<file path="src/tach_pkg.sv">
// Shared types and constants for the tachometer speed meter.
package tach_pkg;

    localparam int RPM_W    = 29;
    localparam int RAW_W    = 32;
    localparam int PPR_W    = 8;
    localparam int WIN_W    = 24;
    localparam int EDGE_W   = 24;
    localparam int CFG_IDX_W = 2;
    localparam int CFG_DATA_W = 24;

    // Divider operand widths: the window numerator is a 24-bit count times 6e9.
    localparam int NUM_W = 57;
    localparam int DEN_W = 40;
    localparam int QUO_W = RPM_W;
    localparam int SH_W  = DEN_W + QUO_W;
    localparam int CNT_W = 5;

    localparam logic [RPM_W-1:0]  RPM_MAX    = 29'd300000000;
    localparam logic [32:0]       RPM_SCALE  = 33'd6000000000;
    // 6e9 = 5859375 * 2^10, which keeps the window product narrow.
    localparam logic [22:0]       WIN_MULT   = 23'd5859375;
    localparam int                WIN_SHIFT  = 10;
    localparam logic [EDGE_W-1:0] EDGE_MAX   = 24'hFFFFFF;
    localparam logic [PPR_W-1:0]  PPR_RESET  = 8'd20;
    localparam logic [WIN_W-1:0]  WIN_RESET  = 24'd500000;

    typedef enum logic [CFG_IDX_W-1:0] {
        CFG_MODE   = 2'd0,
        CFG_PPR    = 2'd1,
        CFG_WINDOW = 2'd2
    } cfg_index_t;

    typedef enum logic {
        MODE_PERIOD = 1'b0,
        MODE_WINDOW = 1'b1
    } measure_mode_t;

    typedef struct packed {
        measure_mode_t          measure_mode;
        logic [PPR_W-1:0]       pulses_per_rev;
        logic [WIN_W-1:0]       window_us;
    } cfg_t;

    typedef struct packed {
        measure_mode_t          mode;
        logic [RAW_W-1:0]       raw;
    } job_t;

    typedef struct packed {
        logic                   full;
        logic                   valid;
    } queue_stat_t;

endpackage

</file>
<file path="src/tach_ifs.sv">
// Channel interfaces for ticks, speed results and register writes.
interface tach_tick_if
    import tach_pkg::*;
();
    logic valid;
    logic ready;
    logic sensor_level;

    modport source (output valid, output sensor_level, input ready);
    modport sink (input valid, input sensor_level, output ready);
endinterface

interface tach_result_if
    import tach_pkg::*;
();
    logic             valid;
    logic             ready;
    logic [RPM_W-1:0] rpm_hundredths;
    logic [RAW_W-1:0] raw_measure;

    modport source (output valid, output rpm_hundredths, output raw_measure, input ready);
    modport sink (input valid, input rpm_hundredths, input raw_measure, output ready);
endinterface

interface tach_cfg_if
    import tach_pkg::*;
();
    logic                  valid;
    logic                  ready;
    logic [CFG_IDX_W-1:0]  index;
    logic [CFG_DATA_W-1:0] data;

    modport source (output valid, output index, output data, input ready);
    modport sink (input valid, input index, input data, output ready);
endinterface

</file>
<file path="src/tach_front.sv">
// Edge detection, period and window counting; emits one division job per result.
module tach_front
    import tach_pkg::*;
#(
    parameter int COUNTER_WIDTH = 32
)
(
    input  logic clk,
    input  logic rst_n,
    input  cfg_t cfg,
    input  logic accept,
    input  logic sensor_level,
    output logic job_valid,
    output job_t job
);

    logic                     prev_level_reg, prev_level_next;
    logic [COUNTER_WIDTH-1:0] period_reg, period_next;
    logic [EDGE_W-1:0]        edge_count_reg, edge_count_next;
    logic [WIN_W-1:0]         window_ticks_reg, window_ticks_next;

    logic                     rise;
    logic [COUNTER_WIDTH-1:0] period_sat;
    logic [WIN_W-1:0]         win_eff;
    logic [EDGE_W-1:0]        edges_inc;
    logic [WIN_W-1:0]         ticks_inc;
    logic                     window_close;

    always_comb
    begin
        rise       = sensor_level & ~prev_level_reg;
        period_sat = (period_reg == '1) ? period_reg : period_reg + 1'b1;
        win_eff    = (cfg.window_us == '0) ? WIN_W'(1) : cfg.window_us;
        edges_inc  = (rise && (edge_count_reg != EDGE_MAX)) ? edge_count_reg + 1'b1
                                                            : edge_count_reg;
        ticks_inc  = (window_ticks_reg != EDGE_MAX) ? window_ticks_reg + 1'b1
                                                    : window_ticks_reg;
        window_close = (ticks_inc >= win_eff);

        prev_level_next   = prev_level_reg;
        period_next       = period_reg;
        edge_count_next   = edge_count_reg;
        window_ticks_next = window_ticks_reg;
        job_valid         = 1'b0;
        job.mode          = cfg.measure_mode;
        job.raw           = '0;

        if (accept)
        begin
            prev_level_next = sensor_level;
            period_next     = rise ? '0 : period_sat;
            if (cfg.measure_mode == MODE_PERIOD)
            begin
                edge_count_next   = '0;
                window_ticks_next = '0;
                job_valid         = rise;
                job.raw           = RAW_W'(period_sat);
            end
            else if (window_close)
            begin
                job_valid         = 1'b1;
                job.raw           = RAW_W'(edges_inc);
                edge_count_next   = '0;
                window_ticks_next = '0;
            end
            else
            begin
                edge_count_next   = edges_inc;
                window_ticks_next = ticks_inc;
            end
        end
    end

    always_ff @(posedge clk or negedge rst_n)
    begin
        if (!rst_n)
        begin
            prev_level_reg   <= 1'b0;
            period_reg       <= '0;
            edge_count_reg   <= '0;
            window_ticks_reg <= '0;
        end
        else
        begin
            prev_level_reg   <= prev_level_next;
            period_reg       <= period_next;
            edge_count_reg   <= edge_count_next;
            window_ticks_reg <= window_ticks_next;
        end
    end

endmodule

</file>
<file path="src/tach_queue.sv">
// Two-entry job queue between the counting front and the divider back.
module tach_queue
    import tach_pkg::*;
(
    input  logic        clk,
    input  logic        rst_n,
    input  logic        push,
    input  job_t        push_job,
    input  logic        pop,
    output job_t        pop_job,
    output queue_stat_t stat
);

    job_t       slot_reg [2];
    logic       wr_ptr_reg, wr_ptr_next;
    logic       rd_ptr_reg, rd_ptr_next;
    logic [1:0] count_reg, count_next;

    always_comb
    begin
        wr_ptr_next = push ? ~wr_ptr_reg : wr_ptr_reg;
        rd_ptr_next = pop ? ~rd_ptr_reg : rd_ptr_reg;
        count_next  = count_reg + {1'b0, push} - {1'b0, pop};
        stat.full   = (count_reg == 2'd2);
        stat.valid  = (count_reg != 2'd0);
        pop_job     = slot_reg[rd_ptr_reg];
    end

    always_ff @(posedge clk)
    begin
        if (push)
        begin
            slot_reg[wr_ptr_reg] <= push_job;
        end
    end

    always_ff @(posedge clk or negedge rst_n)
    begin
        if (!rst_n)
        begin
            wr_ptr_reg <= 1'b0;
            rd_ptr_reg <= 1'b0;
            count_reg  <= 2'd0;
        end
        else
        begin
            wr_ptr_reg <= wr_ptr_next;
            rd_ptr_reg <= rd_ptr_next;
            count_reg  <= count_next;
        end
    end

endmodule

</file>
<file path="src/tach_back.sv">
// Speed computation: operand set-up, radix-2 restoring divide, clamp and output register.
module tach_back
    import tach_pkg::*;
(
    input  logic             clk,
    input  logic             rst_n,
    input  cfg_t             cfg,
    input  queue_stat_t      q_stat,
    input  job_t             q_job,
    output logic             pop,
    output logic             result_valid,
    input  logic             result_ready,
    output logic [RPM_W-1:0] rpm_hundredths,
    output logic [RAW_W-1:0] raw_measure
);

    typedef enum logic [2:0] {
        ST_IDLE,
        ST_SETUP,
        ST_CHECK,
        ST_DIV,
        ST_FINISH
    } state_t;

    state_t            state_reg, state_next;
    job_t              job_reg, job_next;
    logic [NUM_W-1:0]  rem_reg, rem_next;
    logic [DEN_W-1:0]  den_reg, den_next;
    logic [SH_W-1:0]   den_sh_reg, den_sh_next;
    logic [QUO_W-1:0]  quo_reg, quo_next;
    logic [CNT_W-1:0]  cnt_reg, cnt_next;
    logic              res_valid_reg, res_valid_next;
    logic [RPM_W-1:0]  rpm_reg, rpm_next;
    logic [RAW_W-1:0]  raw_reg, raw_next;

    logic [PPR_W-1:0]  ppr_eff;
    logic [WIN_W-1:0]  win_eff;
    logic              q_bit;

    always_comb
    begin
        ppr_eff = (cfg.pulses_per_rev == '0) ? PPR_W'(1) : cfg.pulses_per_rev;
        win_eff = (cfg.window_us == '0) ? WIN_W'(1) : cfg.window_us;
        q_bit   = (SH_W'(rem_reg) >= den_sh_reg);

        state_next     = state_reg;
        job_next       = job_reg;
        rem_next       = rem_reg;
        den_next       = den_reg;
        den_sh_next    = den_sh_reg;
        quo_next       = quo_reg;
        cnt_next       = cnt_reg;
        rpm_next       = rpm_reg;
        raw_next       = raw_reg;
        pop            = 1'b0;
        res_valid_next = res_valid_reg && !result_ready;

        case (state_reg)
            ST_IDLE:
            begin
                if (q_stat.valid)
                begin
                    pop        = 1'b1;
                    job_next   = q_job;
                    state_next = ST_SETUP;
                end
            end
            ST_SETUP:
            begin
                if (job_reg.mode == MODE_PERIOD)
                begin
                    rem_next = NUM_W'(RPM_SCALE);
                    den_next = DEN_W'(job_reg.raw) * DEN_W'(ppr_eff);
                end
                else
                begin
                    rem_next = NUM_W'(NUM_W'(job_reg.raw[EDGE_W-1:0]) * NUM_W'(WIN_MULT))
                               << WIN_SHIFT;
                    den_next = DEN_W'(ppr_eff) * DEN_W'(win_eff);
                end
                state_next = ST_CHECK;
            end
            ST_CHECK:
            begin
                // A quotient of 2^29 or more is past the clamp; skip the divide.
                if (SH_W'(rem_reg) >= (SH_W'(den_reg) << QUO_W))
                begin
                    quo_next   = RPM_MAX;
                    state_next = ST_FINISH;
                end
                else
                begin
                    den_sh_next = SH_W'(den_reg) << (QUO_W - 1);
                    quo_next    = '0;
                    cnt_next    = CNT_W'(QUO_W - 1);
                    state_next  = ST_DIV;
                end
            end
            ST_DIV:
            begin
                if (q_bit)
                begin
                    rem_next = rem_reg - den_sh_reg[NUM_W-1:0];
                end
                quo_next    = {quo_reg[QUO_W-2:0], q_bit};
                den_sh_next = den_sh_reg >> 1;
                cnt_next    = cnt_reg - 1'b1;
                if (cnt_reg == '0)
                begin
                    state_next = ST_FINISH;
                end
            end
            ST_FINISH:
            begin
                if (!res_valid_reg || result_ready)
                begin
                    rpm_next       = (quo_reg > RPM_MAX) ? RPM_MAX : quo_reg;
                    raw_next       = job_reg.raw;
                    res_valid_next = 1'b1;
                    state_next     = ST_IDLE;
                end
            end
            default:
            begin
                state_next = ST_IDLE;
            end
        endcase
    end

    always_ff @(posedge clk or negedge rst_n)
    begin
        if (!rst_n)
        begin
            state_reg     <= ST_IDLE;
            res_valid_reg <= 1'b0;
            job_reg       <= '0;
            rem_reg       <= '0;
            den_reg       <= '0;
            den_sh_reg    <= '0;
            quo_reg       <= '0;
            cnt_reg       <= '0;
            rpm_reg       <= '0;
            raw_reg       <= '0;
        end
        else
        begin
            state_reg     <= state_next;
            res_valid_reg <= res_valid_next;
            job_reg       <= job_next;
            rem_reg       <= rem_next;
            den_reg       <= den_next;
            den_sh_reg    <= den_sh_next;
            quo_reg       <= quo_next;
            cnt_reg       <= cnt_next;
            rpm_reg       <= rpm_next;
            raw_reg       <= raw_next;
        end
    end

    assign result_valid   = res_valid_reg;
    assign rpm_hundredths = rpm_reg;
    assign raw_measure    = raw_reg;

endmodule

</file>
<file path="src/tachometer_period_and_window_count.sv">
// Flow: a tick is accepted whenever the two-entry queue has room; each result occupies the
// back end through pop, set-up, range check, the quotient bits one by one and output load,
// or through pop, set-up, range check and output load when the range check skips the divide,
// plus any wait on result ready. The next job is not popped until that result is loaded.
// Reset: asynchronous active-low; counters clear, registers return to mode 0, 20 pulses
// per revolution and a 500000-tick window.
module tachometer_period_and_window_count
    import tach_pkg::*;
#(
    parameter int COUNTER_WIDTH = 32
)
(
    input  logic   clk,
    input  logic   rst_n,
    tach_tick_if.sink     tick,
    tach_result_if.source result,
    tach_cfg_if.sink      cfg
);

    // Configuration registers. Writes are always accepted; an index past the
    // register list is simply dropped.
    measure_mode_t    mode_reg;
    logic [PPR_W-1:0] ppr_reg;
    logic [WIN_W-1:0] window_reg;
    cfg_t             cfg_now;

    assign cfg.ready = 1'b1;

    always_ff @(posedge clk or negedge rst_n)
    begin
        if (!rst_n)
        begin
            mode_reg   <= MODE_PERIOD;
            ppr_reg    <= PPR_RESET;
            window_reg <= WIN_RESET;
        end
        else if (cfg.valid)
        begin
            case (cfg_index_t'(cfg.index))
                CFG_MODE:   mode_reg   <= measure_mode_t'(cfg.data[0]);
                CFG_PPR:    ppr_reg    <= cfg.data[PPR_W-1:0];
                CFG_WINDOW: window_reg <= cfg.data[WIN_W-1:0];
                default:    ;
            endcase
        end
    end

    assign cfg_now.measure_mode   = mode_reg;
    assign cfg_now.pulses_per_rev = ppr_reg;
    assign cfg_now.window_us      = window_reg;

    // The front takes a tick whenever the queue has a free entry, because any
    // tick may close a period or a window and so produce a division job.
    logic        tick_accept;
    logic        job_valid;
    job_t        front_job;
    job_t        back_job;
    logic        pop;
    queue_stat_t q_stat;

    assign tick.ready  = !q_stat.full;
    assign tick_accept = tick.valid && tick.ready;

    tach_front #(
        .COUNTER_WIDTH (COUNTER_WIDTH)
    ) u_front (
        .clk          (clk),
        .rst_n        (rst_n),
        .cfg          (cfg_now),
        .accept       (tick_accept),
        .sensor_level (tick.sensor_level),
        .job_valid    (job_valid),
        .job          (front_job)
    );

    // The queue decouples the per-tick counters from the long divide, so a
    // result waiting at the output never stops tick counting until the queue fills.
    tach_queue u_queue (
        .clk      (clk),
        .rst_n    (rst_n),
        .push     (job_valid),
        .push_job (front_job),
        .pop      (pop),
        .pop_job  (back_job),
        .stat     (q_stat)
    );

    // The back end forms numerator and denominator, then divides one quotient
    // bit per cycle. The result register holds a finished speed while the next
    // job is already being divided.
    tach_back u_back (
        .clk            (clk),
        .rst_n          (rst_n),
        .cfg            (cfg_now),
        .q_stat         (q_stat),
        .q_job          (back_job),
        .pop            (pop),
        .result_valid   (result.valid),
        .result_ready   (result.ready),
        .rpm_hundredths (result.rpm_hundredths),
        .raw_measure    (result.raw_measure)
    );

    // A job is only produced on a tick that was taken while the queue had room.
    assert property (@(posedge clk) disable iff (!rst_n) job_valid |-> !q_stat.full)
        else $error("job pushed into a full queue");

    // The divider only pops an entry that is present.
    assert property (@(posedge clk) disable iff (!rst_n) pop |-> q_stat.valid)
        else $error("job popped from an empty queue");

    // Every delivered speed respects the clamp.
    assert property (@(posedge clk) disable iff (!rst_n)
        result.valid |-> (result.rpm_hundredths <= RPM_MAX))
        else $error("speed result above clamp");

endmodule
</file>
<file path="src/flat_wrapper.sv">
// flat-port wrapper written by rule: the top's interface ports become plain ports
module tachometer_period_and_window_count_flat import tach_pkg::*;
#(
    parameter int COUNTER_WIDTH = 32
)
  (clk, rst_n, tick_valid, tick_sensor_level, tick_ready, result_valid, result_rpm_hundredths, result_raw_measure, result_ready, cfg_valid, cfg_index, cfg_data, cfg_ready);
  tach_tick_if tick_i ();
  tach_result_if result_i ();
  tach_cfg_if cfg_i ();
  input  logic clk;
  input  logic rst_n;
  input wire logic [$bits(tick_i.valid)-1:0] tick_valid;
  input wire logic [$bits(tick_i.sensor_level)-1:0] tick_sensor_level;
  output wire logic [$bits(tick_i.ready)-1:0] tick_ready;
  output wire logic [$bits(result_i.valid)-1:0] result_valid;
  output wire logic [$bits(result_i.rpm_hundredths)-1:0] result_rpm_hundredths;
  output wire logic [$bits(result_i.raw_measure)-1:0] result_raw_measure;
  input wire logic [$bits(result_i.ready)-1:0] result_ready;
  input wire logic [$bits(cfg_i.valid)-1:0] cfg_valid;
  input wire logic [$bits(cfg_i.index)-1:0] cfg_index;
  input wire logic [$bits(cfg_i.data)-1:0] cfg_data;
  output wire logic [$bits(cfg_i.ready)-1:0] cfg_ready;
  assign tick_i.valid = tick_valid;
  assign tick_i.sensor_level = tick_sensor_level;
  assign tick_ready = tick_i.ready;
  assign result_valid = result_i.valid;
  assign result_rpm_hundredths = result_i.rpm_hundredths;
  assign result_raw_measure = result_i.raw_measure;
  assign result_i.ready = result_ready;
  assign cfg_i.valid = cfg_valid;
  assign cfg_i.index = cfg_index;
  assign cfg_i.data = cfg_data;
  assign cfg_ready = cfg_i.ready;
  tachometer_period_and_window_count #(.COUNTER_WIDTH(COUNTER_WIDTH)) u_core (.clk(clk), .rst_n(rst_n), .tick(tick_i), .result(result_i), .cfg(cfg_i));
endmodule
</file>
<file path="config.mk">
export PLATFORM = sky130hd
export DESIGN_NAME = tachometer_period_and_window_count_flat
export DESIGN_NICKNAME = d
export VERILOG_FILES = /design/src/tach_pkg.sv /design/src/tach_ifs.sv /design/src/tach_front.sv /design/src/tach_queue.sv /design/src/tach_back.sv /design/src/tachometer_period_and_window_count.sv /design/src/flat_wrapper.sv
export SDC_FILE = /design/constraint.sdc
export NUM_CORES = 2
export LEC_CHECK = 0
export BUFFER_PORTS_ARGS = -buffer_cell sky130_fd_sc_hd__buf_4
export CAP_MARGIN = 15
export CORE_MARGIN = 2
export CORE_UTILIZATION = 55
export CTS_CLUSTER_DIAMETER = 150
export DETAILED_ROUTE_END_ITERATION = 10
export PLACE_DENSITY = 0.77
export SLEW_MARGIN = 20
export SYNTH_ARGS = -nofsm -noshare
export SYNTH_HDL_FRONTEND = slang
export SYNTH_SLANG_ARGS = --single-unit
</file>
<file path="constraint.sdc">
create_clock -name clk -period 11.7 [get_ports clk]
set_clock_uncertainty 0.15 [all_clocks]
set_input_delay 1.17 -clock clk [delete_from_list [all_inputs] [get_ports clk]]
set_output_delay 1.17 -clock clk [all_outputs]
set_load 0.05 [all_outputs]
</file>
After elaboration in Yosys (flattened, before gate mapping)
Memories as Yosys holds them, arrays and structs flattened. A register that Yosys moved wholly into a read port is not among the register bits.
Cells that the tools add are included.
{"block": "op_classes", "reduce_logical": 24, "order_cmp": 4, "muxes": 38, "n_mul": 3, "n_addsub": 7, "n_bitwise": 4, "eq_ne": 15}
{"operator": "$mux 24", "n": 8}
{"operator": "$ge 57x69->1", "n": 2}
{"operator": "$pmux 69 s2", "n": 1}
{"operator": "$mux 32", "n": 4}
{"operator": "$mux 57", "n": 2}
{"operator": "$pmux 57 s2", "n": 1}
{"operator": "$mux 69", "n": 1}
{"operator": "$mux 29", "n": 2}
{"operator": "$pmux 29 s2", "n": 1}
{"operator": "$sub 57x57->57", "n": 1}
{"operator": "$add 24x1->24 const B", "n": 2}
{"operator": "$ne 24x24->1 const B", "n": 2}
{"operator": "$mul 24x23->47 const B", "n": 1}
{"operator": "$mul 32x8->40", "n": 1}
{"operator": "$mux 40", "n": 1}
{"operator": "$add 32x1->32 const B", "n": 1}
{"operator": "$eq 32x32->1 const B", "n": 1}
{"operator": "$mul 8x24->32", "n": 1}
{"operator": "$gt 29x29->1 const B", "n": 1}
{"operator": "$ge 24x24->1", "n": 1}
{"operator": "$logic_not 24->1", "n": 1}
{"operator": "$pmux 3 s5", "n": 1}
{"operator": "$reduce_and 2->1", "n": 7}
{"operator": "$mux 3", "n": 4}
{"operator": "25 further kinds", "n": 47}
{"block": "word_totals", "reg_bits": 383, "ramBits": 66, "n_memories": 1, "elab_cells": 115}
{"name": "u_core.u_queue.slot_reg", "words": 2, "width": 33, "rd": 1, "rd_ports_with_merged_regs": 1, "wr": 1, "line": "tach_queue.sv:14", "rtl": "job_t slot_reg [2];"}

Logic depth before layout (Yosys ltp)
{"block": "depth", "depth_word": 8, "depth_mapped": 26, "mapped_depth_nobuf": 25}

Modules after synthesis
A second synthesis with hierarchy kept.
{"block": "unflattened", "hier_cells": 5583, "area_unflattened_um2": 51135.3}
{"module": "tach_back", "area_per_inst_um2": 40289.9, "n_inst": 1, "cells_per_inst": 4566}
{"module": "tach_front", "area_per_inst_um2": 6746.5, "n_inst": 1, "cells_per_inst": 824}
{"module": "tach_queue", "area_per_inst_um2": 2732.6, "n_inst": 1, "cells_per_inst": 118}
{"module": "tachometer_period_and_window_count", "area_per_inst_um2": 1366.3, "n_inst": 1, "cells_per_inst": 75}

Worst setup path before layout
No wires, ideal clock.
{"block": "synth_timing", "path_kind": "reg2reg", "from": "register u_core.u_front.window_ticks_reg[0]", "to": "memory u_core.u_queue.slot_reg[0][0] in the netlist's numbering (enable)", "path_buffers": 2, "synth_period_minus_slack_ps": 7007, "stages_incl_launch_ff": 18, "slack_ps": 4693, "arrival_ps": 6393, "path_cell_list": "dfrtp_1 ha_1 and4_1 and3_1 nand2_1 and3_1 and2_0 and4_1 nor3b_1 xor2_1 ha_1 nand4_1 or4_1 o2111ai_1 clkbuf_1 nand2_1 clkbuf_1 nor3_1"}
{"block": "synth_via", "elab_chain_len": 8}
{"item": "start, declared", "line": "tach_front.sv:20", "rtl": "logic [WIN_W-1:0] window_ticks_reg, window_ticks_next;"}
{"item": "start signal, assigned", "line": "tach_front.sv:88", "rtl": "window_ticks_reg <= window_ticks_next;"}
{"item": "$add 24x1->24 or $ne 24x24->1 (tied branches)", "line": "tach_front.sv:36", "rtl": "ticks_inc = (window_ticks_reg != EDGE_MAX) ? window_ticks_reg + 1'b1"}
{"item": "$mux 24 (*)", "line": "tach_front.sv:36"}
{"item": "$ge 24x24->1 (*)", "line": "tach_front.sv:38", "rtl": "window_close = (ticks_inc >= win_eff);"}
{"item": "$mux 1 (*)", "line": "tach_front.sv:59", "rtl": "else if (window_close)"}
{"item": "$mux 1 (*)", "line": "tach_front.sv:52", "rtl": "if (cfg.measure_mode == MODE_PERIOD)"}
{"item": "$mux 1 (*)", "line": "tach_front.sv:48", "rtl": "if (accept)"}
{"item": "$mux 1 (*)", "line": "tach_queue.sv:31", "rtl": "if (push)"}
{"item": "$mux 1 (not written as such) (*)", "line": "tach_queue.sv:33", "rtl": "slot_reg[wr_ptr_reg] <= push_job;"}
{"item": "end, declared", "line": "tach_queue.sv:14"}
Every way passes the cells marked *; elsewhere a longest branch is shown, timed or not.

Final worst setup path
{"block": "layout_timing", "from": "register u_core.u_back.job_reg[2] in the netlist's numbering", "to": "register u_core.u_back.rem_reg[53]"}
{"block": "layout_via", "elab_chain_len": 3}
{"item": "start, declared", "line": "tach_back.sv:26", "rtl": "job_t job_reg, job_next;"}
{"item": "start signal, assigned", "line": "tach_back.sv:149", "rtl": "job_reg <= job_next;"}
{"item": "$mul 24x23->47", "line": "tach_back.sv:77", "rtl": "rem_next = NUM_W'(NUM_W'(job_reg.raw[EDGE_W-1:0]) * NUM_W'(WIN_MULT))"}
{"item": "$mux 57", "line": "tach_back.sv:70", "rtl": "if (job_reg.mode == MODE_PERIOD)"}
{"item": "$pmux 57 s2", "line": "tach_back.sv:58", "rtl": "case (state_reg)"}
{"item": "end signal, assigned", "line": "tach_back.sv:150", "rtl": "rem_reg <= rem_next;"}
{"item": "end, declared", "line": "tach_back.sv:27", "rtl": "logic [NUM_W-1:0] rem_reg, rem_next;"}
No other way between the ends.
A chain may end at the register's enable or synchronous reset.

==> flow_metrics.py <==
metrics = {
    "run_status": {
        "status": "finished, final reports clean",
    },
    "grt": {
        "use_met1": 0.409,
        "antenna_found_initial": 4,
        "grt_pass1_vias": 40100,
        "met2_usage": 0.485,
        "grt_max_degree": 111,
        "grtUsageTotal": 0.299,
        "grt_overflow": 0,
        "grt_pass1_wl_um": 222000,
        "grt.busiest_layer": "met2",
        "met3_usage": 0.0435,
    },
    "routing": {
        "antenna_left": 0,
        "drt_wl_total_um": 138000,
        "drc": 0,
        "via_count": 39400,
        "first_iter_violations": 3129,
        "dr.pass1.iters": 6,
        "viasPerCell": 5.92,
        "wl_per_cell_um": 20.8,
    },
    "yosys": {
        "synth_cells": 5522,
        "synth_common_cells": "789 x inv_1, 581 x nand2_1, 508 x fa_1, 461 x ha_1, 406 x dfrtp_1",
        "synth_largest_area_cell": "fa_1",
        "synth_top_area_share": 0.203,
        "syn-num-nets": 6523,
        "netlist_top_cells_area": "fa_1 20%, dfrtp_1 20%, ha_1 11%, inv_1 5.9%, nand2_1 4.3%",
        "seq_area_frac_synth": 0.247,
        "synth_cell_types": 93,
        "ys_ff_latch": 481,
        "synth_area_um2": 50200,
        "syn_area_per_cell_um2": 9.09,
        "async_flop_share": 0.863,
        "yosys_warnings": 0,
        "synth_edf_count": 66,
        "yosys.cell_count.top_type": "inv_1",
        "ys.flop_type": "dfrtp_1",
    },
    "min_path": {
        "hp-start": "u_core.u_back.raw_measure[3]",
        "hold_depth": 2,
        "hold_end": "u_core.u_back.raw_measure[3]",
        "hp-class": "flip-flop to flip-flop",
    },
    "placed_design": {
        "gp_congestion": 0.985,
        "place_hpwl_um": 106000,
        "io_buffers": 94,
        "place_inst": 6555,
        "place_ws_ns": 4.42,
        "placed_area_um2": 51600,
    },
    "timing": {
        "slew_viol_final": 0,
        "rsz0062_at_grt": "false",
        "fmaxAchievable_mhz": 135,
        "post-route-min-period_ns": 7.39,
        "hold_viol_final": 0,
        "setup_ws_ns": 4.31,
        "maxSlewHeadroom": 0.257,
        "fin_setup_tns_ns": 0,
        "period_share": 0.632,
        "max_slew.worst_pin.slew_ns": 1.09,
        "finalSetupViolations": 0,
    },
    "critical_path": {
        "crit_required_ns": 12.08,
        "slowest_delay_ns": 0.80,
        "worstSetupPathType": "flip-flop to flip-flop",
        "reg2reg_slack_ns": 4.31,
        "crit_path_start_kind": "flip-flop",
        "cp_max_fo": 17,
        "cp-end-kind": "flip-flop",
        "crit_path_top_delay_cell": "dfrtp_1",
        "crit_top_cell": "fa_1",
        "cp.arrival_ns": 7.78,
        "r2r_end": "u_core.u_back.rem_reg[53]",
        "r2r_cells": 22,
        "crit_chain": "ha_1 > fa_1 > inv_1 > fa_1 > inv_1 > fa_1 > fa_1 > inv_1 > fa_1 > fa_1 > inv_1 > ha_1 > a211o_1 > a31oi_1 > o21ai_0 > a41o_1 > a2111oi_4 > o21ai_1 > a221oi_2 > xor2_1 > o221ai_1 > o21a_1",
        "r2r_start": "u_core.u_back.job_reg[2]",
    },
    "clock_network": {
        "path_clk_slew_ns": 0.08,
        "cts_tree": "yes",
        "cts_buffer_depth": 3,
        "numCtsBuffers": 55,
        "cts_resized": 0,
        "cts_root_buf": "clkbuf_16",
        "cts_sinks": 481,
        "clock_latency_ns": 0.66,
        "ctsHoldBuffers": 0,
        "cts_setup_buffers": 0,
        "htreeDepth": 2,
    },
    "cells_and_area": {
        "largest_reg_flops": 68,
        "drive_gt1_frac": 0.0671,
        "nFillCells": 7704,
        "syn_to_final_growth_pct": 6.76,
        "diodes": 0,
        "final_area_um2": 53600,
        "instances_no_fill": 6660,
        "nNetsFinal": 6438,
    },
    "floorplanning": {
        "start_util": 0.556,
        "coreArea_um2": 90300,
        "die_width_um": 306,
        "chipHeight_um": 306,
        "rows": 110,
        "io_pins": 96,
        "dieArea_um2": 93700,
    },
    "job": {
        "max_cap_violations": 0,
    },
}
## critical path, delay by kind of cell, from the launching register on
| kind | cells | cell delay, ns |
|---|---|---|
| buffers and inverters | 4 | 0.20 |
| DFF | 1 | 0.80 |
| adders and majority gates | 8 | 3.88 |
| xor gates and xnor gates | 1 | 0.17 |
| AOI/OAI and AO/OA | 9 | 2.04 |
## layer usage
layer	vias to the layer above	share of wire
li1	18100	-
met5	-	0.000094
met4	2	0.041
met1	19600	0.43
met2	1393	0.46
met3	303	0.070
## stage by stage
step	utilization	hold slack, ns
3_5_place_dp	0.572	0.315
6_report	0.594	0.326
4_1_cts	0.593	0.333
2_1_floorplan	-	0.290
3_3_place_gp	0.572	0.313
5_1_grt	0.594	0.353
## how the worst max path moves through the flow
stage,start,to,slack (ns),cells after the start
3_3_place_gp,u_core.u_back.job_reg[6],u_core.u_back.rem_reg[55],4.51,23
4_1_cts,u_core.u_back.job_reg[2],u_core.u_back.rem_reg[53],4.37,22
3_5_place_dp,u_core.u_back.job_reg[2],u_core.u_back.rem_reg[53],4.42,22
5_1_grt,u_core.ppr_reg[5],u_core.u_back.den_reg[26],3.87,23
2_1_floorplan,u_core.u_front.window_ticks_reg[0],u_core.u_queue.slot_reg[0][0],4.69,17
6_report,u_core.u_back.job_reg[2],u_core.u_back.rem_reg[53],4.31,22
## cells by family (layout without fill, tap and decap cells)
family | count (synthesis) | in the layout | share of synthesized area
multiplexers | 86 | 86 | 0.0187
flip-flops | 481 | 481 | 0.247
adder cells (fa/ha/maj) | 969 | 969 | 0.318
other | 1 | 1 | 0.0000747
AND/OR/NAND/NOR | 1589 | 1589 | 0.153
AO/OA/AOI/OAI | 1098 | 1098 | 0.143
buffers and inverters | 1071 | 1033 | 0.0817
XOR/XNOR | 227 | 227 | 0.0396
## area by class of cell
type	instances	area, um^2	area share
sequential	481	12400	0.231
multi-input combinational	3970	33800	0.631
clock inverter	32	369	0.00689
tap	1176	1470	0.0275
inverter	790	2970	0.0553
timing repair buffer	139	1060	0.0198
clock buffer	72	1550	0.0290
## placed cells by master, fill, tap and decap left out, types with 71 or more instances in the layout
master	netlist	routed
o21ai_0	241	241
inv_1	789	789
xnor2_1	125	125
ha_1	461	461
buf_4	8	136
a31oi_1	71	71
and2_1	295	294
dfrtp_1	406	403
a21o_1	132	132
nand2_1	581	580
nor2_1	303	301
xor2_1	102	102
fa_1	508	508
nand3_1	99	98
a21oi_1	262	261
Power is left out: the tool's default activity adds up to more than one toggle a clock period on the data nets, which glitch-free logic cannot reach.
